**src/sv/rtif_pkg.sv**
```systemverilog
package rtif_pkg;

   localparam int COORD_WIDTH = 32;
   localparam int FRACTION_BITS = 16;
   localparam int TRI_WIDTH = 22;
   localparam int IDX_WIDTH = 24;
   localparam int UV_WIDTH = FRACTION_BITS + 1;
   localparam int PROD_WIDTH = 2 * COORD_WIDTH;
   localparam int DOT_WIDTH = PROD_WIDTH + 3;
   localparam int QUO_WIDTH = COORD_WIDTH - 1;
   localparam int QCNT_WIDTH = $clog2(QUO_WIDTH + 1);
   localparam int CSR_INDEX_WIDTH = 3;
   localparam int CSR_DATA_WIDTH = COORD_WIDTH;
   localparam int MAC_STEPS = 24;
   localparam int STEP_WIDTH = 5;
   // Quotient exceeds the coordinate maximum when ts >= a << TSAT_SHIFT.
   localparam int TSAT_SHIFT = COORD_WIDTH - 1 - FRACTION_BITS;

   localparam logic signed [COORD_WIDTH-1:0] COORD_MAX = {1'b0, {(COORD_WIDTH-1){1'b1}}};
   localparam logic signed [COORD_WIDTH-1:0] COORD_MIN = {1'b1, {(COORD_WIDTH-1){1'b0}}};
   localparam logic signed [COORD_WIDTH-1:0] COORD_ONE = COORD_WIDTH'(1) <<< FRACTION_BITS;

   localparam logic [CSR_INDEX_WIDTH-1:0] CSR_ORIGIN_X = 3'd0;
   localparam logic [CSR_INDEX_WIDTH-1:0] CSR_ORIGIN_Y = 3'd1;
   localparam logic [CSR_INDEX_WIDTH-1:0] CSR_ORIGIN_Z = 3'd2;
   localparam logic [CSR_INDEX_WIDTH-1:0] CSR_DIR_X = 3'd3;
   localparam logic [CSR_INDEX_WIDTH-1:0] CSR_DIR_Y = 3'd4;
   localparam logic [CSR_INDEX_WIDTH-1:0] CSR_DIR_Z = 3'd5;
   localparam logic [CSR_INDEX_WIDTH-1:0] CSR_HIDDEN_FIRST = 3'd6;
   localparam logic [CSR_INDEX_WIDTH-1:0] CSR_HIDDEN_LAST = 3'd7;

   typedef struct packed {
      logic                           first_of_ray;
      logic [TRI_WIDTH-1:0]           triangle_index;
      logic signed [COORD_WIDTH-1:0]  a_x;
      logic signed [COORD_WIDTH-1:0]  a_y;
      logic signed [COORD_WIDTH-1:0]  a_z;
      logic signed [COORD_WIDTH-1:0]  b_x;
      logic signed [COORD_WIDTH-1:0]  b_y;
      logic signed [COORD_WIDTH-1:0]  b_z;
      logic signed [COORD_WIDTH-1:0]  c_x;
      logic signed [COORD_WIDTH-1:0]  c_y;
      logic signed [COORD_WIDTH-1:0]  c_z;
   } req_word_type;

   typedef struct packed {
      logic                           skipped;
      logic                           closer_hit;
      logic                           any_hit;
      logic signed [COORD_WIDTH-1:0]  best_distance;
      logic [UV_WIDTH-1:0]            best_u;
      logic [UV_WIDTH-1:0]            best_v;
      logic [TRI_WIDTH-1:0]           best_triangle;
   } rsp_word_type;

   typedef enum logic [4:0] {
      OPND_E1X, OPND_E1Y, OPND_E1Z,
      OPND_E2X, OPND_E2Y, OPND_E2Z,
      OPND_SX, OPND_SY, OPND_SZ,
      OPND_DX, OPND_DY, OPND_DZ,
      OPND_HX, OPND_HY, OPND_HZ,
      OPND_QX, OPND_QY, OPND_QZ
   } opnd_type;

   typedef enum logic [1:0] {ACC_LOAD, ACC_ADD, ACC_SUB} acc_op_type;

   typedef enum logic [3:0] {
      DST_NONE, DST_HX, DST_HY, DST_HZ, DST_QX, DST_QY, DST_QZ,
      DST_DOT_A, DST_DOT_U, DST_DOT_V, DST_DOT_T
   } dest_type;

   typedef struct packed {
      opnd_type   sel_a;
      opnd_type   sel_b;
      acc_op_type op;
      dest_type   dest;
   } mac_step_type;

   typedef struct packed {
      logic       mul_en;
      logic       acc_en;
      acc_op_type op;
   } mac_ctrl_type;

   typedef struct packed {
      logic                  start;
      logic [QCNT_WIDTH-1:0] bits;
      logic [DOT_WIDTH-1:0]  rem_init;
      logic [QUO_WIDTH-1:0]  low_init;
   } div_ctrl_type;

   // Sequence of products: the two cross products, then the four dot products.
   function automatic mac_step_type mac_step(input logic [STEP_WIDTH-1:0] step);
      mac_step_type r;
      r = '{OPND_E1X, OPND_E1X, ACC_LOAD, DST_NONE};
      case (step)
         5'd0:  r = '{OPND_DY, OPND_E2Z, ACC_LOAD, DST_NONE};
         5'd1:  r = '{OPND_DZ, OPND_E2Y, ACC_SUB, DST_HX};
         5'd2:  r = '{OPND_DZ, OPND_E2X, ACC_LOAD, DST_NONE};
         5'd3:  r = '{OPND_DX, OPND_E2Z, ACC_SUB, DST_HY};
         5'd4:  r = '{OPND_DX, OPND_E2Y, ACC_LOAD, DST_NONE};
         5'd5:  r = '{OPND_DY, OPND_E2X, ACC_SUB, DST_HZ};
         5'd6:  r = '{OPND_SY, OPND_E1Z, ACC_LOAD, DST_NONE};
         5'd7:  r = '{OPND_SZ, OPND_E1Y, ACC_SUB, DST_QX};
         5'd8:  r = '{OPND_SZ, OPND_E1X, ACC_LOAD, DST_NONE};
         5'd9:  r = '{OPND_SX, OPND_E1Z, ACC_SUB, DST_QY};
         5'd10: r = '{OPND_SX, OPND_E1Y, ACC_LOAD, DST_NONE};
         5'd11: r = '{OPND_SY, OPND_E1X, ACC_SUB, DST_QZ};
         5'd12: r = '{OPND_E1X, OPND_HX, ACC_LOAD, DST_NONE};
         5'd13: r = '{OPND_E1Y, OPND_HY, ACC_ADD, DST_NONE};
         5'd14: r = '{OPND_E1Z, OPND_HZ, ACC_ADD, DST_DOT_A};
         5'd15: r = '{OPND_SX, OPND_HX, ACC_LOAD, DST_NONE};
         5'd16: r = '{OPND_SY, OPND_HY, ACC_ADD, DST_NONE};
         5'd17: r = '{OPND_SZ, OPND_HZ, ACC_ADD, DST_DOT_U};
         5'd18: r = '{OPND_DX, OPND_QX, ACC_LOAD, DST_NONE};
         5'd19: r = '{OPND_DY, OPND_QY, ACC_ADD, DST_NONE};
         5'd20: r = '{OPND_DZ, OPND_QZ, ACC_ADD, DST_DOT_V};
         5'd21: r = '{OPND_E2X, OPND_QX, ACC_LOAD, DST_NONE};
         5'd22: r = '{OPND_E2Y, OPND_QY, ACC_ADD, DST_NONE};
         5'd23: r = '{OPND_E2Z, OPND_QZ, ACC_ADD, DST_DOT_T};
         default: r = '{OPND_E1X, OPND_E1X, ACC_LOAD, DST_NONE};
      endcase
      return r;
   endfunction

   function automatic logic signed [COORD_WIDTH-1:0] sat_diff(
      input logic signed [COORD_WIDTH-1:0] x,
      input logic signed [COORD_WIDTH-1:0] y);
      logic signed [COORD_WIDTH:0] d;
      d = {x[COORD_WIDTH-1], x} - {y[COORD_WIDTH-1], y};
      if (d[COORD_WIDTH] != d[COORD_WIDTH-1]) begin
         return d[COORD_WIDTH] ? COORD_MIN : COORD_MAX;
      end
      return d[COORD_WIDTH-1:0];
   endfunction

   function automatic logic signed [COORD_WIDTH-1:0] sat_cross(
      input logic signed [DOT_WIDTH-1:0] acc);
      logic signed [DOT_WIDTH-1:0] sh;
      logic signed [DOT_WIDTH-1:0] hi_lim;
      logic signed [DOT_WIDTH-1:0] lo_lim;
      sh = acc >>> FRACTION_BITS;
      hi_lim = DOT_WIDTH'(COORD_MAX);
      lo_lim = DOT_WIDTH'(COORD_MIN);
      if (sh > hi_lim) begin
         return COORD_MAX;
      end
      if (sh < lo_lim) begin
         return COORD_MIN;
      end
      return sh[COORD_WIDTH-1:0];
   endfunction

endpackage

```
**src/sv/rtif_mac.sv**
```systemverilog
module rtif_mac (
   input  logic                                 clock,
   input  rtif_pkg::mac_ctrl_type               ctrl,
   input  logic signed [rtif_pkg::COORD_WIDTH-1:0] opnd_a,
   input  logic signed [rtif_pkg::COORD_WIDTH-1:0] opnd_b,
   output logic signed [rtif_pkg::DOT_WIDTH-1:0]   acc_sum
);
   import rtif_pkg::*;

   logic signed [PROD_WIDTH-1:0] prod_ff;
   logic signed [DOT_WIDTH-1:0]  acc_ff;
   logic signed [DOT_WIDTH-1:0]  prod_ext;

   assign prod_ext = DOT_WIDTH'(prod_ff);

   always_comb begin
      case (ctrl.op)
         ACC_LOAD: acc_sum = prod_ext;
         ACC_ADD:  acc_sum = acc_ff + prod_ext;
         ACC_SUB:  acc_sum = acc_ff - prod_ext;
         default:  acc_sum = prod_ext;
      endcase
   end

   always_ff @(posedge clock) begin
      if (ctrl.mul_en) begin
         prod_ff <= opnd_a * opnd_b;
      end
      if (ctrl.acc_en) begin
         acc_ff <= acc_sum;
      end
   end

endmodule

```
**config.mk**
```make
export PLATFORM = sky130hd
export DESIGN_NAME = rtif_mac
export DESIGN_NICKNAME = d
export VERILOG_FILES = /design/src/sv/rtif_pkg.sv /design/src/sv/rtif_mac.sv
export SDC_FILE = /design/constraint.sdc
export NUM_CORES = 2
export LEC_CHECK = 0
export ABC_AREA = 0
export BUFFER_PORTS_ARGS = -buffer_cell sky130_fd_sc_hd__buf_2
export CORE_MARGIN = 4
export CORE_UTILIZATION = 60
export CTS_CLUSTER_DIAMETER = 60
export DETAILED_ROUTE_END_ITERATION = 8
export PLACE_DENSITY = 0.79
export SYNTH_ARGS = -nofsm -noshare
export SYNTH_HDL_FRONTEND = slang
export SYNTH_SLANG_ARGS = --single-unit
```
**constraint.sdc**
```tcl
create_clock -name clock -period 14.35 [get_ports clock]
set_input_delay 2.1525 -clock clock [delete_from_list [all_inputs] [get_ports clock]]
set_output_delay 2.1525 -clock clock [all_outputs]
set_load 0.03 [all_outputs]
```
==> flow_summary.ini <==
[status]
outcome = completed

[placed_design]
portBuffers = 135
hpwl_um = 95700
gpl.final_weighted_congestion = 0.924

[routing]
drt_wl_total_um = 117000
drtIter0Drc = 2456
dr.pass1.iters = 5
drc_errors = 0
vias = 34000
routedWlPerCell_um = 19.7
viasPerCell = 5.73
antenna_left = 0

[worst_setup_path]
worst_path_most_repeated_cell = fa_1
crit_arrival_ns = 10.38
crit_required_ns = 14.53
critPathLaunch = opnd_a[31]
r2r-end = acc_ff[60]$_DFFE_PP_
path_class = input pin to flop
r2r-start = prod_ff[3]$_DFFE_PP_
worst-r2r-cell-count = 21
start_kind = input pin
max_stage_delay_ns = 0.96
crit_path_top_delay_cell = fa_1
end_kind = flop
r2r_slack_ns = 7.59
crit_end = prod_ff[58]$_DFFE_PP_
critPathMaxFanout = 32

[global_routing]
grt_pass1_vias = 36600
grt_antenna_before_repair = 4
grt_pass1_wl_um = 194000
grt_usage_pct = 29.8
grt_start_max_net_pins = 91
grt_overflow = 0

[clocking]
cts_hold_buf = 0
post_cts_buffers = 0
ctsResizeCount = 0
clock_path_buffers = 2
clkTransAtPathRegs_ns = 0.06
cts_tree = done
root_buffer = clkbuf_16
h-tree-depth = 4
cts_sinks = 131
cts_buffers = 17
worstSkewPairLatency_ns = 0.44

[synthesis]
netlist_instances = 4988
yosysTopAreaCellShare_pct = 47.0
synth-main-ff-cell = edfxtp_1
avgSynthCellArea_um2 = 9.26
synth_area_leaders = fa_1 (47%), edfxtp_1 (8.5%), inv_1 (8.1%)
yosysWarnings = 0
syn_nets = 6392
syn-cell-area_um2 = 46200
ys_types = 64
ys_seq_elements = 131
post-synth-top-area-cell = fa_1
synth-edff-count = 131
seq_area_frac_synth_pct = 8.52
async_reset_ff_share_pct = 0

[die]
die_h_um = 285
dieArea_um2 = 81400
start_util_pct = 60.7
rows = 101
io_pins = 136
die_w_um = 285
core_um2 = 76100

[sta]
finalCritPeriodShare_pct = 71.1
rsz0062_at_grt = no
max_freq_mhz = 98.0
tightest_slew_ns = 0.967
slew_headroom_pct = 35.5
finalCriticalPeriod_ns = 10.20
fin_skew_ns = 0.00807
hold_viol_final = 0
setup_violations = 0
setup_tns_ns = 0
final_max_slew_viol_count = 0

[final_layout]
fillers = 6274
area.growth.synth_to_final_pct = 3.61
nNetsFinal = 6291
drive_above_1_share_pct = 4.04

[run]
max-cap-violations = 0

[min_path]
hp-class = flop to flop
## cell type report
cell class | instances | area (µm²) | share of cell area (%)
multi-input combinational | 3595 | 37500 | 78.4
sequential | 131 | 3930 | 8.22
inverter | 993 | 3730 | 7.79
tap | 1030 | 1290 | 2.69
timing repair buffer | 149 | 781 | 1.63
clock buffer | 18 | 429 | 0.897
clock inverter | 14 | 161 | 0.337
antenna | 3 | 7.51 | 0.0157
## cell families (layout without fill, tap and decap cells)
family                     Yosys count  in the layout  synth area share [%]
AOI/OAI and AO/OA                  534            534                  7.23
xor gates and xnor gates           190            190                  3.62
adders and majority gates         1335           1335                  53.8
buffers and inverters             1262           1174                  10.3
DFF                                131            131                  8.52
muxes                                7              7                 0.154
other                                0              3                     0
and+or+nand+nor                   1529           1529                  16.4
## registers in the layout, indices dropped and copies added (netlist names)
name / flops
acc_ff: 67
prod_ff: 64
## how the worst min path moves through the flow
| stage | from | to | cells past startpoint |
|---|---|---|---|
| global route | prod_ff[55]$_DFFE_PP_ | acc_ff[55]$_DFFE_PP_ | 2 |
| global placement | prod_ff[55]$_DFFE_PP_ | acc_ff[55]$_DFFE_PP_ | 2 |
| floorplan | prod_ff[1]$_DFFE_PP_ | acc_ff[1]$_DFFE_PP_ | 1 |
| finish | prod_ff[57]$_DFFE_PP_ | acc_ff[57]$_DFFE_PP_ | 2 |
| CTS | prod_ff[55]$_DFFE_PP_ | acc_ff[55]$_DFFE_PP_ | 2 |
| detailed placement | prod_ff[55]$_DFFE_PP_ | acc_ff[55]$_DFFE_PP_ | 2 |
## cell usage after synthesis, drive strengths merged (71+ instances only)
library cell	instances
nand2	636
fa	1083
o21ai	118
edfxtp	131
xnor2	144
ha	252
clkbuf	262
inv	993
and2	514
nor2	153
a21o	71
a21oi	179
## stage by stage
step	setup WS [ns]	cells	area (µm²)	utilization, %	hold slack (ns)
after global routing	3.72	5932	47800	62.9	0.683
after CTS	4.18	5930	47800	62.9	0.659
after detailed placement	3.72	5898	47200	62.1	0.649
final	4.15	5933	47800	62.9	0.658
after global placement	3.83	5898	47200	62.1	0.656
after floorplan	4.77	4988	46200	-	0.782
## routing by layer
layer  vias to the layer above  global-route usage, %  routed length, µm
met2                      1521                   47.3              54200
li1                      14900                      -                  -
met1                     17400                   42.6              49100
met5                         -                      0                 10
met4                         2                   6.63               2230
met3                       178                   6.73              11600
## cells in the final DEF, fill, tap and decap left out, types with 5 or more instances in the layout
| master | n |
|---|---|
| o221ai_1 | 5 |
| buf_4 | 14 |
| nor2_1 | 153 |
| nand3_1 | 33 |
| inv_1 | 993 |
| o21bai_1 | 36 |
| ha_1 | 251 |
| or2_2 | 7 |
| buf_2 | 135 |
| fa_1 | 1083 |
| and3_1 | 18 |
| nand4_1 | 34 |
| and2_1 | 514 |
| xnor2_1 | 143 |
| a31oi_1 | 21 |
| a211oi_1 | 17 |
| a21boi_0 | 6 |
| or3_1 | 15 |
| or4_1 | 7 |
| nand2_1 | 636 |
| nor3_1 | 41 |
| a21oi_1 | 179 |
| clkbuf_16 | 17 |
| mux2i_1 | 6 |
| o41ai_1 | 5 |
| nor4_1 | 14 |
| edfxtp_1 | 131 |
| nor2b_1 | 19 |
| o21a_1 | 11 |
| a21o_1 | 71 |
| and4_1 | 5 |
| xor2_1 | 46 |
| o2111ai_1 | 5 |
| o211ai_1 | 8 |
| o21ai_0 | 118 |
| nand2b_1 | 20 |
| o31ai_1 | 18 |
## worst max-delay path, delay by kind of cell
kind | cells | cell delay (ns)
buf+inv | 6 | 1.50
simple gates | 3 | 0.50
fa+ha+maj | 9 | 4.74
compound gates | 6 | 1.31
xor+xnor | 1 | 0.14
Power is not shown: default switching activity piles up to over one toggle a cycle in this logic, so the estimate is an artifact.
