### config.mk
export PLATFORM = sky130hd
export DESIGN_NAME = rtif_div
export DESIGN_NICKNAME = d
export VERILOG_FILES = /design/src/sv/rtif_pkg.sv /design/src/sv/rtif_div.sv
export SDC_FILE = /design/constraint.sdc
export NUM_CORES = 1
export LEC_CHECK = 0
export ABC_AREA = 1
export BUFFER_PORTS_ARGS = -buffer_cell sky130_fd_sc_hd__buf_2
export CAP_MARGIN = 20
export CORE_MARGIN = 1.5
export CORE_UTILIZATION = 29
export DETAILED_ROUTE_END_ITERATION = 10
export SYNTH_ARGS = -nofsm -noshare
export SYNTH_HDL_FRONTEND = slang
export SYNTH_SLANG_ARGS = --single-unit
### constraint.sdc
create_clock -name clock -period 6.05 [get_ports clock]
set_clock_uncertainty 0.2 [all_clocks]
set_input_delay 0.9075 -clock clock [delete_from_list [all_inputs] [get_ports clock]]
set_output_delay 0.9075 -clock clock [all_outputs]
set_load 0.005 [all_outputs]
### src/sv/rtif_pkg.sv
package rtif_pkg;

   localparam int COORD_WIDTH = 32;
   localparam int FRACTION_BITS = 16;
   localparam int TRI_WIDTH = 22;
   localparam int IDX_WIDTH = 24;
   localparam int UV_WIDTH = FRACTION_BITS + 1;
   localparam int PROD_WIDTH = 2 * COORD_WIDTH;
   localparam int DOT_WIDTH = PROD_WIDTH + 3;
   localparam int QUO_WIDTH = COORD_WIDTH - 1;
   localparam int QCNT_WIDTH = $clog2(QUO_WIDTH + 1);
   localparam int CSR_INDEX_WIDTH = 3;
   localparam int CSR_DATA_WIDTH = COORD_WIDTH;
   localparam int MAC_STEPS = 24;
   localparam int STEP_WIDTH = 5;
   // Quotient exceeds the coordinate maximum when ts >= a << TSAT_SHIFT.
   localparam int TSAT_SHIFT = COORD_WIDTH - 1 - FRACTION_BITS;

   localparam logic signed [COORD_WIDTH-1:0] COORD_MAX = {1'b0, {(COORD_WIDTH-1){1'b1}}};
   localparam logic signed [COORD_WIDTH-1:0] COORD_MIN = {1'b1, {(COORD_WIDTH-1){1'b0}}};
   localparam logic signed [COORD_WIDTH-1:0] COORD_ONE = COORD_WIDTH'(1) <<< FRACTION_BITS;

   localparam logic [CSR_INDEX_WIDTH-1:0] CSR_ORIGIN_X = 3'd0;
   localparam logic [CSR_INDEX_WIDTH-1:0] CSR_ORIGIN_Y = 3'd1;
   localparam logic [CSR_INDEX_WIDTH-1:0] CSR_ORIGIN_Z = 3'd2;
   localparam logic [CSR_INDEX_WIDTH-1:0] CSR_DIR_X = 3'd3;
   localparam logic [CSR_INDEX_WIDTH-1:0] CSR_DIR_Y = 3'd4;
   localparam logic [CSR_INDEX_WIDTH-1:0] CSR_DIR_Z = 3'd5;
   localparam logic [CSR_INDEX_WIDTH-1:0] CSR_HIDDEN_FIRST = 3'd6;
   localparam logic [CSR_INDEX_WIDTH-1:0] CSR_HIDDEN_LAST = 3'd7;

   typedef struct packed {
      logic                           first_of_ray;
      logic [TRI_WIDTH-1:0]           triangle_index;
      logic signed [COORD_WIDTH-1:0]  a_x;
      logic signed [COORD_WIDTH-1:0]  a_y;
      logic signed [COORD_WIDTH-1:0]  a_z;
      logic signed [COORD_WIDTH-1:0]  b_x;
      logic signed [COORD_WIDTH-1:0]  b_y;
      logic signed [COORD_WIDTH-1:0]  b_z;
      logic signed [COORD_WIDTH-1:0]  c_x;
      logic signed [COORD_WIDTH-1:0]  c_y;
      logic signed [COORD_WIDTH-1:0]  c_z;
   } req_word_type;

   typedef struct packed {
      logic                           skipped;
      logic                           closer_hit;
      logic                           any_hit;
      logic signed [COORD_WIDTH-1:0]  best_distance;
      logic [UV_WIDTH-1:0]            best_u;
      logic [UV_WIDTH-1:0]            best_v;
      logic [TRI_WIDTH-1:0]           best_triangle;
   } rsp_word_type;

   typedef enum logic [4:0] {
      OPND_E1X, OPND_E1Y, OPND_E1Z,
      OPND_E2X, OPND_E2Y, OPND_E2Z,
      OPND_SX, OPND_SY, OPND_SZ,
      OPND_DX, OPND_DY, OPND_DZ,
      OPND_HX, OPND_HY, OPND_HZ,
      OPND_QX, OPND_QY, OPND_QZ
   } opnd_type;

   typedef enum logic [1:0] {ACC_LOAD, ACC_ADD, ACC_SUB} acc_op_type;

   typedef enum logic [3:0] {
      DST_NONE, DST_HX, DST_HY, DST_HZ, DST_QX, DST_QY, DST_QZ,
      DST_DOT_A, DST_DOT_U, DST_DOT_V, DST_DOT_T
   } dest_type;

   typedef struct packed {
      opnd_type   sel_a;
      opnd_type   sel_b;
      acc_op_type op;
      dest_type   dest;
   } mac_step_type;

   typedef struct packed {
      logic       mul_en;
      logic       acc_en;
      acc_op_type op;
   } mac_ctrl_type;

   typedef struct packed {
      logic                  start;
      logic [QCNT_WIDTH-1:0] bits;
      logic [DOT_WIDTH-1:0]  rem_init;
      logic [QUO_WIDTH-1:0]  low_init;
   } div_ctrl_type;

   // Sequence of products: the two cross products, then the four dot products.
   function automatic mac_step_type mac_step(input logic [STEP_WIDTH-1:0] step);
      mac_step_type r;
      r = '{OPND_E1X, OPND_E1X, ACC_LOAD, DST_NONE};
      case (step)
         5'd0:  r = '{OPND_DY, OPND_E2Z, ACC_LOAD, DST_NONE};
         5'd1:  r = '{OPND_DZ, OPND_E2Y, ACC_SUB, DST_HX};
         5'd2:  r = '{OPND_DZ, OPND_E2X, ACC_LOAD, DST_NONE};
         5'd3:  r = '{OPND_DX, OPND_E2Z, ACC_SUB, DST_HY};
         5'd4:  r = '{OPND_DX, OPND_E2Y, ACC_LOAD, DST_NONE};
         5'd5:  r = '{OPND_DY, OPND_E2X, ACC_SUB, DST_HZ};
         5'd6:  r = '{OPND_SY, OPND_E1Z, ACC_LOAD, DST_NONE};
         5'd7:  r = '{OPND_SZ, OPND_E1Y, ACC_SUB, DST_QX};
         5'd8:  r = '{OPND_SZ, OPND_E1X, ACC_LOAD, DST_NONE};
         5'd9:  r = '{OPND_SX, OPND_E1Z, ACC_SUB, DST_QY};
         5'd10: r = '{OPND_SX, OPND_E1Y, ACC_LOAD, DST_NONE};
         5'd11: r = '{OPND_SY, OPND_E1X, ACC_SUB, DST_QZ};
         5'd12: r = '{OPND_E1X, OPND_HX, ACC_LOAD, DST_NONE};
         5'd13: r = '{OPND_E1Y, OPND_HY, ACC_ADD, DST_NONE};
         5'd14: r = '{OPND_E1Z, OPND_HZ, ACC_ADD, DST_DOT_A};
         5'd15: r = '{OPND_SX, OPND_HX, ACC_LOAD, DST_NONE};
         5'd16: r = '{OPND_SY, OPND_HY, ACC_ADD, DST_NONE};
         5'd17: r = '{OPND_SZ, OPND_HZ, ACC_ADD, DST_DOT_U};
         5'd18: r = '{OPND_DX, OPND_QX, ACC_LOAD, DST_NONE};
         5'd19: r = '{OPND_DY, OPND_QY, ACC_ADD, DST_NONE};
         5'd20: r = '{OPND_DZ, OPND_QZ, ACC_ADD, DST_DOT_V};
         5'd21: r = '{OPND_E2X, OPND_QX, ACC_LOAD, DST_NONE};
         5'd22: r = '{OPND_E2Y, OPND_QY, ACC_ADD, DST_NONE};
         5'd23: r = '{OPND_E2Z, OPND_QZ, ACC_ADD, DST_DOT_T};
         default: r = '{OPND_E1X, OPND_E1X, ACC_LOAD, DST_NONE};
      endcase
      return r;
   endfunction

   function automatic logic signed [COORD_WIDTH-1:0] sat_diff(
      input logic signed [COORD_WIDTH-1:0] x,
      input logic signed [COORD_WIDTH-1:0] y);
      logic signed [COORD_WIDTH:0] d;
      d = {x[COORD_WIDTH-1], x} - {y[COORD_WIDTH-1], y};
      if (d[COORD_WIDTH] != d[COORD_WIDTH-1]) begin
         return d[COORD_WIDTH] ? COORD_MIN : COORD_MAX;
      end
      return d[COORD_WIDTH-1:0];
   endfunction

   function automatic logic signed [COORD_WIDTH-1:0] sat_cross(
      input logic signed [DOT_WIDTH-1:0] acc);
      logic signed [DOT_WIDTH-1:0] sh;
      logic signed [DOT_WIDTH-1:0] hi_lim;
      logic signed [DOT_WIDTH-1:0] lo_lim;
      sh = acc >>> FRACTION_BITS;
      hi_lim = DOT_WIDTH'(COORD_MAX);
      lo_lim = DOT_WIDTH'(COORD_MIN);
      if (sh > hi_lim) begin
         return COORD_MAX;
      end
      if (sh < lo_lim) begin
         return COORD_MIN;
      end
      return sh[COORD_WIDTH-1:0];
   endfunction

endpackage

### src/sv/rtif_div.sv
module rtif_div (
   input  logic                               clock,
   input  logic                               reset,
   input  rtif_pkg::div_ctrl_type             ctrl,
   input  logic [rtif_pkg::DOT_WIDTH-1:0]     divisor,
   output logic                               done,
   output logic [rtif_pkg::QUO_WIDTH-1:0]     quotient
);
   import rtif_pkg::*;

   logic                  busy_ff;
   logic [QCNT_WIDTH-1:0] cnt_ff;
   logic [DOT_WIDTH-1:0]  rem_ff;
   logic [QUO_WIDTH-1:0]  low_ff;
   logic [QUO_WIDTH-1:0]  quo_ff;
   logic [DOT_WIDTH-1:0]  trial;
   logic [DOT_WIDTH:0]    diff;

   // Restoring division, one quotient bit per cycle.
   assign trial = {rem_ff[DOT_WIDTH-2:0], low_ff[QUO_WIDTH-1]};
   assign diff = {1'b0, trial} - {1'b0, divisor};
   assign done = busy_ff && (cnt_ff == '0);
   assign quotient = quo_ff;

   always_ff @(posedge clock) begin
      if (reset) begin
         busy_ff <= 1'b0;
         cnt_ff <= '0;
      end else if (ctrl.start) begin
         busy_ff <= 1'b1;
         cnt_ff <= ctrl.bits;
      end else if (done) begin
         busy_ff <= 1'b0;
      end else if (busy_ff) begin
         cnt_ff <= cnt_ff - 1'b1;
      end
      if (ctrl.start) begin
         rem_ff <= ctrl.rem_init;
         low_ff <= ctrl.low_init;
         quo_ff <= '0;
      end else if (busy_ff && (cnt_ff != '0)) begin
         low_ff <= low_ff << 1;
         rem_ff <= diff[DOT_WIDTH] ? trial : diff[DOT_WIDTH-1:0];
         quo_ff <= {quo_ff[QUO_WIDTH-2:0], ~diff[DOT_WIDTH]};
      end
   end

endmodule
==> metrics.cfg, run 1 <==
[floorplan]
dieWidth_um=212
die_height_um=212
die_area_mm2=0.0451
initial_core_util=0.294
ios=205
row_count=76
core_mm2=0.0432

[clock_network]
cts.sinks=134
numCtsBuffers=17
hold_buffers=0
insertion_delay_ns=0.47
postCtsResizedCells=0
htreeDepth=4
post_cts_buffers=0
ctsLongestPathBuffers=2
root_buffer=clkbuf_16
clkTransAtPathRegs_ns=0.06
cts_tree=yes

[synth]
synth_top_cell_by_area=nand2_1
yosysSeqAreaShare=0.288
synth_cells=2129
synth_fp_nets=2372
netlist_area_mm2=0.0127
ys_warn_count=0
synth-seq-cells=134
avgSynthCellArea_um2=5.97
yosys.area.top_type_share=0.249
ys_top_cells_by_area=nand2_1 (25%), edfxtp_1 (23%), inv_1 (14%), ha_1 (6.8%), dfxtp_1 (5.8%)
synth_cell_types=37

[worst_setup_path]
reg2reg_to=rem_ff[17]
crit_chain=buf_2, inv_1, ha_1, nand2_1, nor2_1, nand2_1, o21ai_0, nand2_1, nand4_1, nand3_1, nand3_1, nand2_1
worstSetupEndpointType=flip-flop
worst-r2r-cell-count=13
cp_common_cell=nand2_1
critPathMaxFanout=4
path_class=primary input to flip-flop
r2r-start=rem_ff[52]
cp.required_ns=6.06
crit_family=simple AND/OR/NAND/NOR gates
arrival_ns=3.58
critPathSlowestCell=o21ai_0
reg2reg_slack_ns=2.65
critPathMaxStageDelay_ns=0.86
start_kind=primary input
cp_num_buf_inv=2

[cells_and_area]
layout_commonest_cell=nand2_1
drive_gt1_frac=0.113
fillers=4967
layout_common_cells=nand2_1 (843), inv_1 (459), buf_2 (202)
layout-area-overhead-vs-synth_pct=17.2
fin_nets=2554
final_util=0.345
finalNonFillerCells=2911
postLayoutCellArea_mm2=0.0149

[route]
avgRoutedWirePerCell_um=15.7
vias=13416
first_iter_violations=940
drt_first_pass_iters=5
drt_wl_total_mm=45.6
antenna_left=0
avgViaCountPerCell=4.61
drc_errors=0

[timing]
whs_ns=0.262
slew_violations=0
worstMarginPinSlew_ns=1.09
rsz0062_at_grt=no
fmax_mhz=280
slew_headroom=0.266
tns_ns=0
fin_crit_ns=3.57
hold_viol_final=0
setup_violations=0
fin_crit_sh=0.590
setup_ws_ns=2.48

[global_routing]
first_global_vias=12845
grt_max_degree=104
overflow=0
antenna_found_initial=5
grt_pass1_wl_mm=70.7
grt_usage=0.208

[power_and_ir_drop]
power_mw=3.79
p_per_area_mw_per_mm2=255
p_leak_nw=8.33
ir_drop_uv=229

[min_path]
min_from=quotient[30]
min_delay_path_depth=2
min_path_type=flip-flop to flip-flop
hold_path_end=quotient[30]

[run]
max_cap_violations=0

[place]
place_area_mm2=0.0143
gp_congestion=0.928
io_buffers=203
dpl.cell_count=2875
dpl.hpwl_mm=36.8
pre_cts_slack_ns=1.58

[status]
outcome=completed

area by class of cell:
cell class                 instances  area (µm²)  share of cell area
sequential                       134        3650               0.245
timing repair buffer             214        1130              0.0762
clock inverter                    14         111             0.00748
clock buffer                      18         439              0.0295
inverter                         468        1760               0.118
tap                              585         732              0.0492
multi-input combinational       1476        7050               0.474
antenna                            2        5.00            0.000336
synth_stat cells:
master and number:
nor2_1 144, o22ai_1 29, nor4_1 5, a2111oi_0 1, nand3_1 142, o21ai_0 19, buf_6 6, o21a_1 1
nand3_2 1, nand2_2 1, and3_1 1, nor2_4 2, xnor2_1 30, buf_2 2, nand3b_1 4, fa_1 1
dfxtp_1 37, a31oi_1 3, nand4_4 1, a21oi_1 65, nand4_1 64, clkinv_1 2, o21bai_1 14, nor3_1 9
clkbuf_1 41, xor2_1 4, o21ai_1 16, inv_2 6, a2bb2oi_1 1, a21oi_2 2, ha_1 69, inv_1 460
edfxtp_1 97, buf_4 2, and2_1 1, nor2_2 3, nand2_1 843
worst max path at each step:
stage | start | to | slack (ns) | cells after the start
floorplan | ctrl[103] | low_ff[0] | 1.05 | 4
global placement | ctrl[103] | low_ff[14] | 1.71 | 5
detailed placement | ctrl[103] | low_ff[14] | 1.58 | 5
CTS | ctrl[103] | low_ff[2] | 2.10 | 5
global route | divisor[53] | rem_ff[17] | 2.32 | 15
finish | divisor[12] | rem_ff[45] | 2.48 | 12
state kept, by name, indices dropped and copies added (netlist names):
name	count
busy_ff	1
cnt_ff	5
low_ff	31
quotient	31
rem_ff	66
routing by layer:
metal / vias up / part of all wire / global-route usage
met1: 6080 / 0.48 / 0.282
met3: 52 / 0.057 / 0.0388
li1: 6946 / - / -
met5: - / 0.00081 / 0
met2: 332 / 0.44 / 0.332
met4: 6 / 0.022 / 0.0641
cell families after synthesis:
kind of cell	Yosys count	share of synthesized area
xor gates and xnor gates	34	0.0234
DFF	134	0.288
adders and majority gates	70	0.0696
AOI/OAI and AO/OA	151	0.0668
and+or+nand+nor	1221	0.395
buffers and inverters	519	0.158
worst reg2reg max path, delay by kind of cell (launching register included):
kind | cells | cell delay (ns)
buffers and inverters | 2 | 0.55
AND/OR/NAND/NOR | 10 | 1.50
flip-flops | 1 | 0.43
adder cells (fa/ha/maj) | 1 | 0.45
report_power, final:
group | leakage, nW | switching (mW) | internal, mW
sequential | 1.27 | 0.0475 | 1.11
combinational | 6.78 | 1.08 | 0.530
clock | 0.278 | 0.483 | 0.545
Power figures use the tool's default switching activity.
==> run 2, diff against run 1 <==
Clock period 6.05 ns to 3.3 ns, I/O delays scaled along.
==> run 2 against run 1 <==
  * Flip-flop and latch count stayed put
  * First-iteration DRC count is 0.53% lower
  * Global-route usage is 0.36 points higher
  * Clock power is 87% higher
  * Non-clock buffer count is 65 higher
  * Sequential share of layout area is 0.88 points lower
==> metrics.cfg, run 2 (synthesis results as in run 1) <==
[route]
drt_wl_total_mm=46.1  ; +1.1%
avgRoutedWirePerCell_um=15.5  ; -1.1%
drt_first_pass_iters=5  ; unchanged
first_iter_violations=935  ; -0.53%
antenna_left=0  ; unchanged
avgViaCountPerCell=4.58  ; -0.57%
drc_errors=0  ; unchanged
vias=13633  ; +1.6%

[cells_and_area]
drive_gt1_frac=0.138  ; +0.0245
fillers=4889  ; -1.6%
layout-area-overhead-vs-synth_pct=21.6
final_util=0.358  ; +0.0128
fin_nets=2619  ; +2.5%
finalNonFillerCells=2975  ; +2.2%
layout_commonest_cell=nand2_1
regMostFlops=rem_ff
largest_reg_flops=66  ; unchanged
postLayoutCellArea_mm2=0.0154  ; +3.7%
layout_common_cells=nand2_1 (843), inv_1 (459), buf_2 (202)

[clock_network]
htreeDepth=4  ; unchanged
clkTransAtPathRegs_ns=0.07  ; about the same
insertion_delay_ns=0.49  ; +0.02 ns
post_cts_buffers=0  ; unchanged
cts_tree=yes
cts.sinks=134  ; unchanged
ctsLongestPathBuffers=2  ; unchanged
numCtsBuffers=17  ; unchanged
root_buffer=clkbuf_16

[power_and_ir_drop]
p_per_area_mw_per_mm2=466  ; +83%
seq_power_share=0.294  ; -0.011
clkPwrFrac=0.268  ; -0.003
ir_drop_uv=442  ; +93%
p_int_mw=4.19  ; +92%
p_sw_frac=0.418  ; -0.00636
p_leak_nw=8.67  ; +4.1%
p_comb_frac=0.438  ; +0.014
switchingPower_mw=3.01  ; +87%

[worst_setup_path]
critPathMaxFanout=23  ; +19
worstSetupEndpointType=flip-flop
start_kind=flip-flop
path_class=flip-flop to flip-flop
cp.required_ns=3.34  ; -2.72 ns
arrival_ns=3.10  ; -0.48 ns

[min_path]
min_path_type=primary input to flip-flop

[place]
dpl.cell_count=2940  ; +2.3%
io_buffers=203  ; unchanged
gp_congestion=0.960  ; +3.4%
place_area_mm2=0.0148  ; +3.7%
dpl.hpwl_mm=37.5  ; +1.9%
pre_cts_slack_ns=-0.151  ; -1.73 ns

[global_routing]
overflow=0  ; unchanged
grt_max_degree=101  ; -2.9%
antenna_found_initial=6  ; +1
grt_usage=0.211  ; +0.00357
first_global_vias=13130  ; +2.2%
grt_pass1_wl_mm=71.5  ; +1.1%

[timing]
fmax_mhz=327
fin_crit_sh=0.927
slew_violations=0  ; unchanged
rsz0062_at_grt=no
hold_viol_final=0  ; unchanged
worstMarginPinSlew_ns=0.953  ; -0.137 ns
setup_violations=0  ; unchanged
fin_crit_ns=3.06
setup_ws_ns=0.242  ; -2.24 ns
slew_headroom=0.365  ; +0.0989

[floorplan]
initial_core_util=0.294  ; unchanged
row_count=76  ; unchanged
dieWidth_um=212  ; unchanged
die_height_um=212  ; unchanged
core_mm2=0.0432  ; unchanged
die_area_mm2=0.0451  ; unchanged
ios=205  ; unchanged

[run]
max_cap_violations=0  ; unchanged

[status]
outcome=completed

## run 2: stage by stage
stage,hold WS (ns),total power [mW],TNS [ns]
CTS,0.00880,7.25,0
detailed placement,0.246,5.27,-0.217
floorplan,0.244,4.19,0
finish,0.0466,7.20,0
global placement,0.240,5.25,-0.316
global route,0.0319,7.73,0
## run 2: worst max-delay path: stages (launching register included)
cell	delay, ns
edfxtp_1	0.46
ha_1	0.46
nand2_1	0.15
nor2_1	0.21
nand2_1	0.12
nor2_1	0.30
nand4_4	0.14
nand3_2	0.12
buf_12	0.20
nand3_1	0.24
nand3_1	0.13
nand2_1	0.05
## run 2: final timing paths
| path | to | slack, ns | cells past startpoint | start |
|---|---|---|---|---|
| worst max-delay path | rem_ff[45] | 0.24 | 11 | rem_ff[16] |
| worst max register to register | rem_ff[45] | 0.24 | 11 | rem_ff[16] |
| worst min-delay path | cnt_ff[1] | 0.05 | 2 | reset |
| worst min register to register | quotient[30] | 0.26 | 2 | quotient[30] |
## run 2: power by group through the flow
| stage | Clock (mW) | Sequential (mW) | Combinational (mW) |
|---|---|---|---|
| after floorplan | 0 | 2.12 | 2.06 |
| after global placement | 0 | 2.15 | 3.10 |
| after detailed placement | 0 | 2.15 | 3.12 |
| after CTS | 2.00 | 2.12 | 3.14 |
| after global routing | 2.05 | 2.14 | 3.55 |
| final | 1.93 | 2.12 | 3.15 |
## run 2: final cells by class
class	count	area [µm²]	share of cell area
flip-flops and latches	134	3650	0.237
diodes	1	2.50	0.000162
inverters	468	1760	0.114
clock inverters	14	134	0.00867
clock buffers	18	439	0.0284
well taps	585	732	0.0474
multi-input cells	1476	7050	0.457
repair buffers	279	1670	0.108
## run 2: timing repair
item	in CTS	in global routing
gates resized for setup	0	1
setup endpoints to repair	0	3
hold buffers	0	0
## run 2: layer usage
| layer | track usage | wire (µm) |
|---|---|---|
| met1 | 0.286 | 22500 |
| met2 | 0.336 | 20300 |
| met3 | 0.0440 | 2480 |
| met4 | 0.0643 | 870 |
| met5 | 0 | 37 |
